[config.mk]
export PLATFORM = sky130hd
export DESIGN_NAME = bri_ctrl
export DESIGN_NICKNAME = d
export VERILOG_FILES = /design/src/rtl/core/bri_pkg.sv /design/src/rtl/core/bri_ctrl.sv
export SDC_FILE = /design/constraint.sdc
export NUM_CORES = 1
export LEC_CHECK = 0
export BUFFER_PORTS_ARGS = -buffer_cell sky130_fd_sc_hd__buf_4
export CORE_AREA = 5 5 188 190
export CTS_CLUSTER_SIZE = 24
export DETAILED_ROUTE_END_ITERATION = 6
export DIE_AREA = 0 0 193 195
export PLACE_DENSITY_LB_ADDON = 0.1
export SYNTH_ARGS = -nofsm -noshare
export SYNTH_HDL_FRONTEND = slang
export SYNTH_SLANG_ARGS = --single-unit
[constraint.sdc]
create_clock -name clk -period 8.7 [get_ports clk]
set_input_delay 2.61 -clock clk [delete_from_list [all_inputs] [get_ports clk]]
set_output_delay 2.61 -clock clk [all_outputs]
set_load 0.05 [all_outputs]
[src/rtl/core/bri_pkg.sv]
// Shared types and constants of the block rotate insert engine.
package bri_pkg;

	localparam int BRI_MEM_DEPTH  = 256;
	localparam int BRI_WORD_WIDTH = 32;

	localparam int FUNC_W  = 2;
	localparam int ADDR_W  = 8;
	localparam int DATA_W  = 32;
	localparam int SRC_W   = 8;
	localparam int DST_W   = 9;
	localparam int LEN_W   = 9;

	typedef enum logic [FUNC_W-1:0] {
		FUNC_WRITE  = 2'd0,
		FUNC_READ   = 2'd1,
		FUNC_ROTATE = 2'd2
	} bri_func_t;

	typedef enum logic [2:0] {
		S_IDLE,
		S_RDWAIT,
		S_LEAD,
		S_LEADW,
		S_STEP,
		S_MOVE,
		S_DONE
	} bri_state_t;

	// decoded command flags
	typedef struct packed {
		logic ok;
		logic write_go;
		logic read_go;
		logic rot_go;
	} bri_cmd_t;

endpackage

[src/rtl/core/bri_ctrl.sv]
// Sequencer: word access, cycle-leader rotate over the RAM, result register.
module bri_ctrl #(
	parameter int MEM_DEPTH  = bri_pkg::BRI_MEM_DEPTH,
	parameter int WORD_WIDTH = bri_pkg::BRI_WORD_WIDTH
) (
	input  logic                            clk,
	input  logic                            arst_n,
	input  logic                            in_valid,
	output logic                            in_ready,
	input  bri_pkg::bri_cmd_t               cmd,
	input  logic [$clog2(MEM_DEPTH)-1:0]    lo,
	input  logic [$clog2(MEM_DEPTH):0]      n,
	input  logic [$clog2(MEM_DEPTH):0]      k,
	input  logic [bri_pkg::ADDR_W-1:0]      word_address,
	input  logic [bri_pkg::DATA_W-1:0]      write_data,
	output logic                            ram_we,
	output logic [$clog2(MEM_DEPTH)-1:0]    ram_waddr,
	output logic [WORD_WIDTH-1:0]           ram_wdata,
	output logic                            ram_re,
	output logic [$clog2(MEM_DEPTH)-1:0]    ram_raddr,
	input  logic [WORD_WIDTH-1:0]           ram_rdata,
	output logic                            out_valid,
	input  logic                            out_ready,
	output logic [bri_pkg::DATA_W-1:0]      out_read_data,
	output logic                            out_ok
);
	import bri_pkg::*;

	localparam int AW = $clog2(MEM_DEPTH);
	localparam int PW = AW + 1;

	bri_state_t state_q, state_d;

	logic [AW-1:0]     lo_q;
	logic [PW-1:0]     n_q, k_q, c_q, j_q, nxt_q, cnt_q;
	logic [WORD_WIDTH-1:0] tmp_q;
	logic [DATA_W-1:0] res_data_q;
	logic              res_ok_q;
	logic              out_valid_q;
	logic [DATA_W-1:0] out_data_q;
	logic              out_ok_q;

	logic                     acc, out_load, close, last;
	logic [PW:0]              sum;
	logic [PW-1:0]            nxt, cnt_inc, c_inc;
	logic [AW+ADDR_W-1:0]     addr_ext;
	logic [WORD_WIDTH+DATA_W-1:0] wd_ext, rd_ext;

	assign acc      = in_valid && in_ready;
	assign addr_ext = {AW'(0), word_address};
	assign wd_ext   = {WORD_WIDTH'(0), write_data};
	assign rd_ext   = {DATA_W'(0), ram_rdata};

	// next position in the cycle: (j + k) mod n, with j, k < n
	assign sum     = {1'b0, j_q} + {1'b0, k_q};
	assign nxt     = (sum >= {1'b0, n_q}) ? PW'(sum - {1'b0, n_q}) : sum[PW-1:0];
	assign close   = (nxt == c_q);
	assign cnt_inc = cnt_q + PW'(1);
	assign c_inc   = c_q + PW'(1);
	assign last    = (cnt_inc == n_q);

	assign out_load = (state_q == S_DONE) && (!out_valid_q || out_ready);

	always_comb begin
		state_d = state_q;
		case (state_q)
			S_IDLE: begin
				if (acc) begin
					if (cmd.read_go) begin
						state_d = S_RDWAIT;
					end else if (cmd.rot_go) begin
						state_d = S_LEAD;
					end else begin
						state_d = S_DONE;
					end
				end
			end
			S_RDWAIT: state_d = S_DONE;
			S_LEAD:   state_d = S_LEADW;
			S_LEADW:  state_d = S_STEP;
			S_STEP: begin
				if (!close) begin
					state_d = S_MOVE;
				end else if (last) begin
					state_d = S_DONE;
				end else begin
					state_d = S_LEAD;
				end
			end
			S_MOVE:   state_d = S_STEP;
			S_DONE: begin
				if (out_load) begin
					state_d = S_IDLE;
				end
			end
			default:  state_d = S_IDLE;
		endcase
	end

	always_comb begin
		in_ready  = (state_q == S_IDLE);
		ram_we    = 1'b0;
		ram_waddr = lo_q + j_q[AW-1:0];
		ram_wdata = ram_rdata;
		ram_re    = 1'b0;
		ram_raddr = lo_q + c_q[AW-1:0];
		case (state_q)
			S_IDLE: begin
				ram_we    = acc && cmd.write_go;
				ram_waddr = addr_ext[AW-1:0];
				ram_wdata = wd_ext[WORD_WIDTH-1:0];
				ram_re    = acc && cmd.read_go;
				ram_raddr = addr_ext[AW-1:0];
			end
			S_LEAD: begin
				ram_re = 1'b1;
			end
			S_STEP: begin
				if (close) begin
					ram_we    = 1'b1;
					ram_wdata = tmp_q;
				end else begin
					ram_re    = 1'b1;
					ram_raddr = lo_q + nxt[AW-1:0];
				end
			end
			S_MOVE: begin
				ram_we = 1'b1;
			end
			default: begin
				ram_we = 1'b0;
				ram_re = 1'b0;
			end
		endcase
	end

	always_ff @(posedge clk or negedge arst_n) begin
		if (!arst_n) begin
			state_q     <= S_IDLE;
			out_valid_q <= 1'b0;
		end else begin
			state_q <= state_d;
			if (out_load) begin
				out_valid_q <= 1'b1;
			end else if (out_ready) begin
				out_valid_q <= 1'b0;
			end
		end
	end

	always_ff @(posedge clk) begin
		if (out_load) begin
			out_data_q <= res_data_q;
			out_ok_q   <= res_ok_q;
		end
		case (state_q)
			S_IDLE: begin
				if (acc) begin
					lo_q       <= lo;
					n_q        <= n;
					k_q        <= k;
					c_q        <= '0;
					j_q        <= '0;
					cnt_q      <= '0;
					res_ok_q   <= cmd.ok;
					res_data_q <= '0;
				end
			end
			S_RDWAIT: res_data_q <= rd_ext[DATA_W-1:0];
			S_LEADW:  tmp_q <= ram_rdata;
			S_STEP: begin
				if (close) begin
					cnt_q <= cnt_inc;
					c_q   <= c_inc;
					j_q   <= c_inc;
				end else begin
					nxt_q <= nxt;
				end
			end
			S_MOVE: begin
				j_q   <= nxt_q;
				cnt_q <= cnt_inc;
			end
			default: begin
				tmp_q <= tmp_q;
			end
		endcase
	end

	assign out_valid     = out_valid_q;
	assign out_read_data = out_data_q;
	assign out_ok        = out_ok_q;
endmodule

# Word level (Yosys, flattened, before mapping)
# Index checks and enable logic that the tools add are counted.
[classes] eq_ne=11 n_reduce_logical=18 bitwise=1 add_sub_neg=7 muxes=27 n_lt_le_gt_ge=1
[op_table] op="$pmux 32 s2" n=2
[op_table] op="$mux 32" n=2
[op_table] op="$pmux 9 s3" n=2
[op_table] op="$mux 9" n=4
[op_table] op="$add 8x8->8" n=3
[op_table] op="$add 9x1->9 const B" n=2
[op_table] op="$eq 9x9->1" n=2
[op_table] op="$mux 3" n=6
[op_table] op="$pmux 3 s6" n=1
[op_table] op="$pmux 9 s2" n=1
[op_table] op="$mux 8" n=2
[op_table] op="$pmux 8 s2" n=1
[op_table] op="$add 9x9->10" n=1
[op_table] op="$ge 10x9->1" n=1
[op_table] op="$eq 3x3->1 const B" n=3
[op_table] op="$sub 9x9->9" n=1
[op_table] op="$reduce_and 2->1" n=4
[op_table] op="$eq 3x2->1 const B" n=2
[op_table] op="$pmux 1 s3" n=2
[op_table] op="$reduce_and 3->1" n=2
[op_table] op="$reduce_bool 2->1" n=3
[op_table] op="$logic_and 1x1->1" n=4
[op_table] op="$mux 1" n=4
[op_table] op="$ne 2x2->1 const B" n=2
[op_table] op="8 further kinds" n=8
[word_totals] in_bits=106 output_inout_bits=85 regBits=164 elab_cells=79

# Depth between registers and ports, before layout
[logic_depth] depth_word=6 mapped_depth=27 mapped_depth_nobuf=27

# Worst setup path after synthesis
# No wires, ideal clock.
[synth_path] path_kind="reg2out" startpoint="register j_q[0]" endpoint="output port ram_raddr[7]" t_required_ns=6.090 arrival_ns=6.694 stages_incl_launch_ff=26 path_slack_ns=-0.604 path_cell_list="edfxtp_1 > ha_1 > inv_1 > fa_1 > nor2b_1 > o31a_1 > o31a_1 > nor3_1 > ha_1 > nand4_1 > a211oi_2 > o31ai_2 > and3_1 > buf_6 > mux2i_1 > ha_1 > a21o_1 > a21oi_1 > and2b_2 > o21a_1 > o21ai_0 > nand2b_1 > a21oi_1 > xnor2_1 > xnor2_1 > o311ai_0"
[synth_between] elab_chain_cells=6 word_cells_on_any_way=8 cone_classes="3 x add/sub; 1 x order compare; 1 x eq/ne; 3 x mux"
[synth_rtl] item="start: declaration" line="bri_ctrl.sv:35" rtl="logic [PW-1:0] n_q, k_q, c_q, j_q, nxt_q, cnt_q;"
[synth_rtl] item="start signal: assignment" line="bri_ctrl.sv:175" rtl="j_q <= c_inc;"
[synth_rtl] item="start signal: assignment" line="bri_ctrl.sv:181" rtl="j_q <= nxt_q;"
[synth_rtl] item="$add 9x9->10 *" line="bri_ctrl.sv:55" rtl="assign sum = {1'b0, j_q} + {1'b0, k_q};"
[synth_rtl] item="$sub 9x9->9 or $ge 10x9->1 (tied branches)" line="bri_ctrl.sv:56" rtl="assign nxt = (sum >= {1'b0, n_q}) ? PW'(sum - {1'b0, n_q}) : sum[PW-1:0];"
[synth_rtl] item="$mux 9 *" line="bri_ctrl.sv:56"
[synth_rtl] item="via nxt[1]" line="bri_ctrl.sv:45" rtl="logic [PW-1:0] nxt, cnt_inc, c_inc;"
[synth_rtl] item="$add 8x8->8 or $eq 9x9->1 (tied branches)" line="bri_ctrl.sv:124, bri_ctrl.sv:57"
[synth_rtl] item="$mux 8 *" line="bri_ctrl.sv:119" rtl="if (close) begin"
[synth_rtl] item="$pmux 8 s2 *" line="bri_ctrl.sv:107" rtl="case (state_q)"
[synth_rtl] item="end: declaration" line="bri_ctrl.sv:20" rtl="output logic [$clog2(MEM_DEPTH)-1:0] ram_raddr,"
# Mark *: on every way through the listed nets, which the timed path passes. The rest lies on a longest branch.

# Worst setup path after layout
[layout_path] startpoint="register j_q[4]" endpoint="output port ram_raddr[7]"
[layout_between] elab_chain_cells=6 word_cells_on_any_way=8 cone_classes="3 x add/sub; 1 x order compare; 1 x eq/ne; 3 x mux"
[layout_rtl] item="$add 9x9->10 *" line="bri_ctrl.sv:55"
[layout_rtl] item="$ge 10x9->1 *" line="bri_ctrl.sv:56"
[layout_rtl] item="$mux 9 *" line="bri_ctrl.sv:56"
[layout_rtl] item="via nxt[1]" line="bri_ctrl.sv:45"
[layout_rtl] item="$add 8x8->8 or $eq 9x9->1 (tied branches)" line="bri_ctrl.sv:124, bri_ctrl.sv:57"
[layout_rtl] item="$mux 8 *" line="bri_ctrl.sv:119"
[layout_rtl] item="$pmux 8 s2 *" line="bri_ctrl.sv:107"
# Marked as above.

==> results.md <==
* Clock-pin slew on the worst setup and hold paths at 0.06 ns
* Fillers at ~3.3k
* Total vias in the final route at about 6.8k
* Fmax at 120 MHz
* Max_cap viols at 0
* Status: completed
* Initial Utilization at between 20% and 30%
* Proportion of synthesized area in mux cells at 4.61%
* Critical path class: register to primary output
* WL final at ~28000 um
* GRT Total Usage at 14.9%
* # clock sinks at 164
* Synth Area in Adders at ~6.6%
* CTS Buf Count at 17
* Worst setup SP type: register
* Worst Tran Pin Value at around 1.2 ns
* Cells after Synth at between 700 and 800
* Tmin final at 8.31 ns
* Syn_area_per_cell at 11.8 sq um
* Iteration-0 DRC Markers at 328
* Pin count of the biggest net entering global routing at 48
* Final nets at 1121
* Die area at 37600 sq um
* RD Place Congestion at 0.828
* Antenna-violating nets left at 0
* Critical path fanouts, max at 5
* Post-DR wirelength/cell at 19.8 um
* Diodes inserted at 0
* Multi-input gate area at 4150 sq um
* Largest family of logic cells by synthesized area: simple AND/OR/NAND/NOR gates
* FFs w/ async S/R, synth at 2.44%
* Vias/cell at 4.76
* Die X at 193 um
* Met1 Usage GRT at 20.1%
* CTS H-Tree Depth at 4
* Yosys reg bits at 164
* TritonCTS clock tree: built
* Data required, critical path at 6.09 ns
* Synth Area in Compound Gates at 13.0%
* Met3 usage at 2.48%
* Clock Skew at 0.00991 ns
* DR DRC count at 0
* Finished Cell Area at 11900 sq um
* Insertion delay to the later sink of the worst-skew pair at between 0.4 and 0.5 ns
* Top Ports at ~190
* Vias in the first global route at 6896
* Router iterations before antenna repair at 5
* HPWL Detailed at 20800 um
* Global-route wire length before repair at 42200 um
* Site Rows at between 60 and 70
* Total core area at 33300 sq um
* Post-Synth Simple-Gate Area at 13.7%
* Dpl cell area at between 10000 and 15000 sq um
* Final cycle utilization of the critical path at 95.5%
* Initial antenna violation count at 0
* Clock Tree Root: clkbuf_16
* Yosys warning count at 0
* Area Overhead vs Synth at 29.0%
* Remaining global-route overflow at 0
* Fin Hold WS at 0.416 ns
* Ys flop type: edfxtp_1
* Final Hold Fails at 0
* Mapped cell area at 9220 sq um
* Net Count, Synth at 935
* Core Util, Final at 35.7%
* Synth cell types at 71
* Worst Hold Class: register to register
* Post-synthesis sequential area ratio at 53.2%
* Die height at roughly 200 um
* Register Area at 4910 sq um
* GRT busiest layer: met2
* I/O Buffers at 190
* Ratio of cells with drive above 1 in the final layout at 29.0%
* Number of flops mapped to enable cells by yosys at 160
* Worst setup EP type: primary output
* XOR/XNOR share of the synthesized area at 5.30%
* Critical path data arrival time at between 5 and 6 ns
* Clk buf depth at 2
* Max Slew Vio Count at 0
* Final setup fails at 0
* Worst rel slew slack at 22.4%
* Met2 usage in global routing at 24.2%
-- synth_stat cells, types with 3 or more instances --
| cell | instances | area (sq um) |
|---|---|---|
| or3_1 | 33 | 206 |
| a211oi_2 | 3 | 37.5 |
| a21o_1 | 16 | 120 |
| a221o_1 | 3 | 30.0 |
| nor4b_1 | 3 | 26.3 |
| xor2_1 | 20 | 175 |
| nor4_1 | 3 | 18.8 |
| or2_2 | 3 | 18.8 |
| a21oi_1 | 60 | 300 |
| fa_1 | 5 | 100 |
| buf_6 | 6 | 67.6 |
| a211o_1 | 3 | 26.3 |
| mux2i_1 | 38 | 380 |
| o211ai_1 | 4 | 30.0 |
| nand4_1 | 5 | 31.3 |
| o21bai_1 | 5 | 37.5 |
| nand2b_1 | 10 | 62.6 |
| a211oi_1 | 3 | 22.5 |
| o22ai_1 | 35 | 219 |
| nand3_1 | 12 | 60.1 |
| nand2_1 | 28 | 105 |
| and2_1 | 35 | 219 |
| nor2b_1 | 10 | 62.6 |
| nor3_1 | 17 | 85.1 |
| clkbuf_1 | 29 | 109 |
| o21ai_0 | 19 | 95.1 |
| edfxtp_1 | 160 | 4800 |
| ha_1 | 41 | 513 |
| o21a_1 | 8 | 60.1 |
| dfrtp_1 | 4 | 100 |
| inv_1 | 34 | 128 |
| xnor2_1 | 34 | 298 |
| nor2_1 | 41 | 154 |
| and3_1 | 7 | 43.8 |
-- final timing paths --
kind / cells after the start / slack (ns) / startpoint / end
max: 22 / 0.39 / j_q[4] / ram_raddr[7]
min: 0 / 0.42 / res_data_q[13] / out_read_data[13]
max reg2reg: 17 / 3.03 / j_q[4] / c_q[4]
min reg2reg: 0 / 0.42 / res_data_q[13] / out_read_data[13]
max in group asynchronous: 1 / 6.63 / arst_n / state_q[2]
min in group asynchronous: 1 / 1.95 / arst_n / state_q[1]
-- layer usage --
metal	vias to the layer above	share of wire, %	wire (um)
met4	0	2.0	578
met5	-	0	0
li1	3321	-	-
met2	147	47	13400
met3	27	3.6	1010
met1	3307	47	13300
-- area by class of cell --
class | instances | area share, %
multi-input combinational | 547 | 34.9
sequential | 164 | 41.2
clock buffer | 18 | 3.61
timing repair buffer | 205 | 13.1
clock inverter | 14 | 1.41
inverter | 34 | 1.07
tap | 448 | 4.71
-- sequential cells by signal, summed over array words and instances (netlist names), 3 cells and up --
register and cells:
lo_q 8, nxt_q 9, n_q 9, tmp_q 32, j_q 9, k_q 9
state_q 3, out_read_data 32, c_q 9, cnt_q 9, res_data_q 32
-- layout by cell type, fill, tap and decap left out, drive strengths merged, types with 8 or more instances in the layout --
cell / Yosys / final
buf: 8 / 205
edfxtp: 160 / 160
a21oi: 60 / 60
nor2: 42 / 42
inv: 34 / 42
ha: 41 / 41
mux2i: 39 / 39
o22ai: 35 / 35
and2: 35 / 35
xnor2: 35 / 35
or3: 34 / 34
nand2: 28 / 28
xor2: 20 / 20
o21ai: 20 / 20
clkbuf: 30 / 18
a21o: 18 / 18
nor3: 18 / 18
nand3: 13 / 13
nand2b: 10 / 10
nor2b: 10 / 10
o21a: 8 / 8
and3: 8 / 8
-- through the flow --
| stage | setup TNS, ns | cells | worst slack, ns |
|---|---|---|---|
| 2_1_floorplan | 0 | 783 | 0.441 |
| 3_3_place_gp | 0 | 1395 | 0.501 |
| 3_5_place_dp | 0 | 1395 | 0.401 |
| 4_1_cts | 0 | 1427 | 0.00968 |
| 5_1_grt | -0.0705 | 1430 | -0.0460 |
| 6_report | 0 | 1430 | 0.389 |
-- critical path, cell delays in order, from the launching register on --
cell,delay [ns]
edfxtp_1,0.42
ha_1,0.34
and2_1,0.17
a221o_1,0.38
o21a_1,0.24
o311ai_2,0.27
ha_1,0.35
a21o_2,0.24
o31ai_4,0.26
and3_4,0.25
mux2i_4,0.26
ha_1,0.26
a21o_1,0.19
a21oi_2,0.15
and2b_2,0.23
o21a_1,0.18
o21ai_1,0.15
nand2b_1,0.08
a21oi_1,0.17
xnor2_1,0.15
xnor2_1,0.10
o311ai_2,0.24
buf_6,0.21
-- repair_timing --
action / 4_1_cts / 5_1_grt
hold buffers: 0 / 0
endpoints found under the setup margin: 2 / 14
buffers inserted: 0 / 3
resized for setup: 2 / 20
pin swaps: 0 / 8
-- logic make-up (layout without fill, tap and decap cells) --
family / Yosys count / in the layout
xor gates and xnor gates: 55 / 55
DFF: 164 / 164
AOI/OAI and AO/OA: 183 / 183
muxes: 41 / 41
and+or+nand+nor: 222 / 222
adders and majority gates: 46 / 46
buffers and inverters: 72 / 271
Power is left out: the tool's default activity adds up to more than one toggle a clock period on the data nets, which glitch-free logic cannot reach.
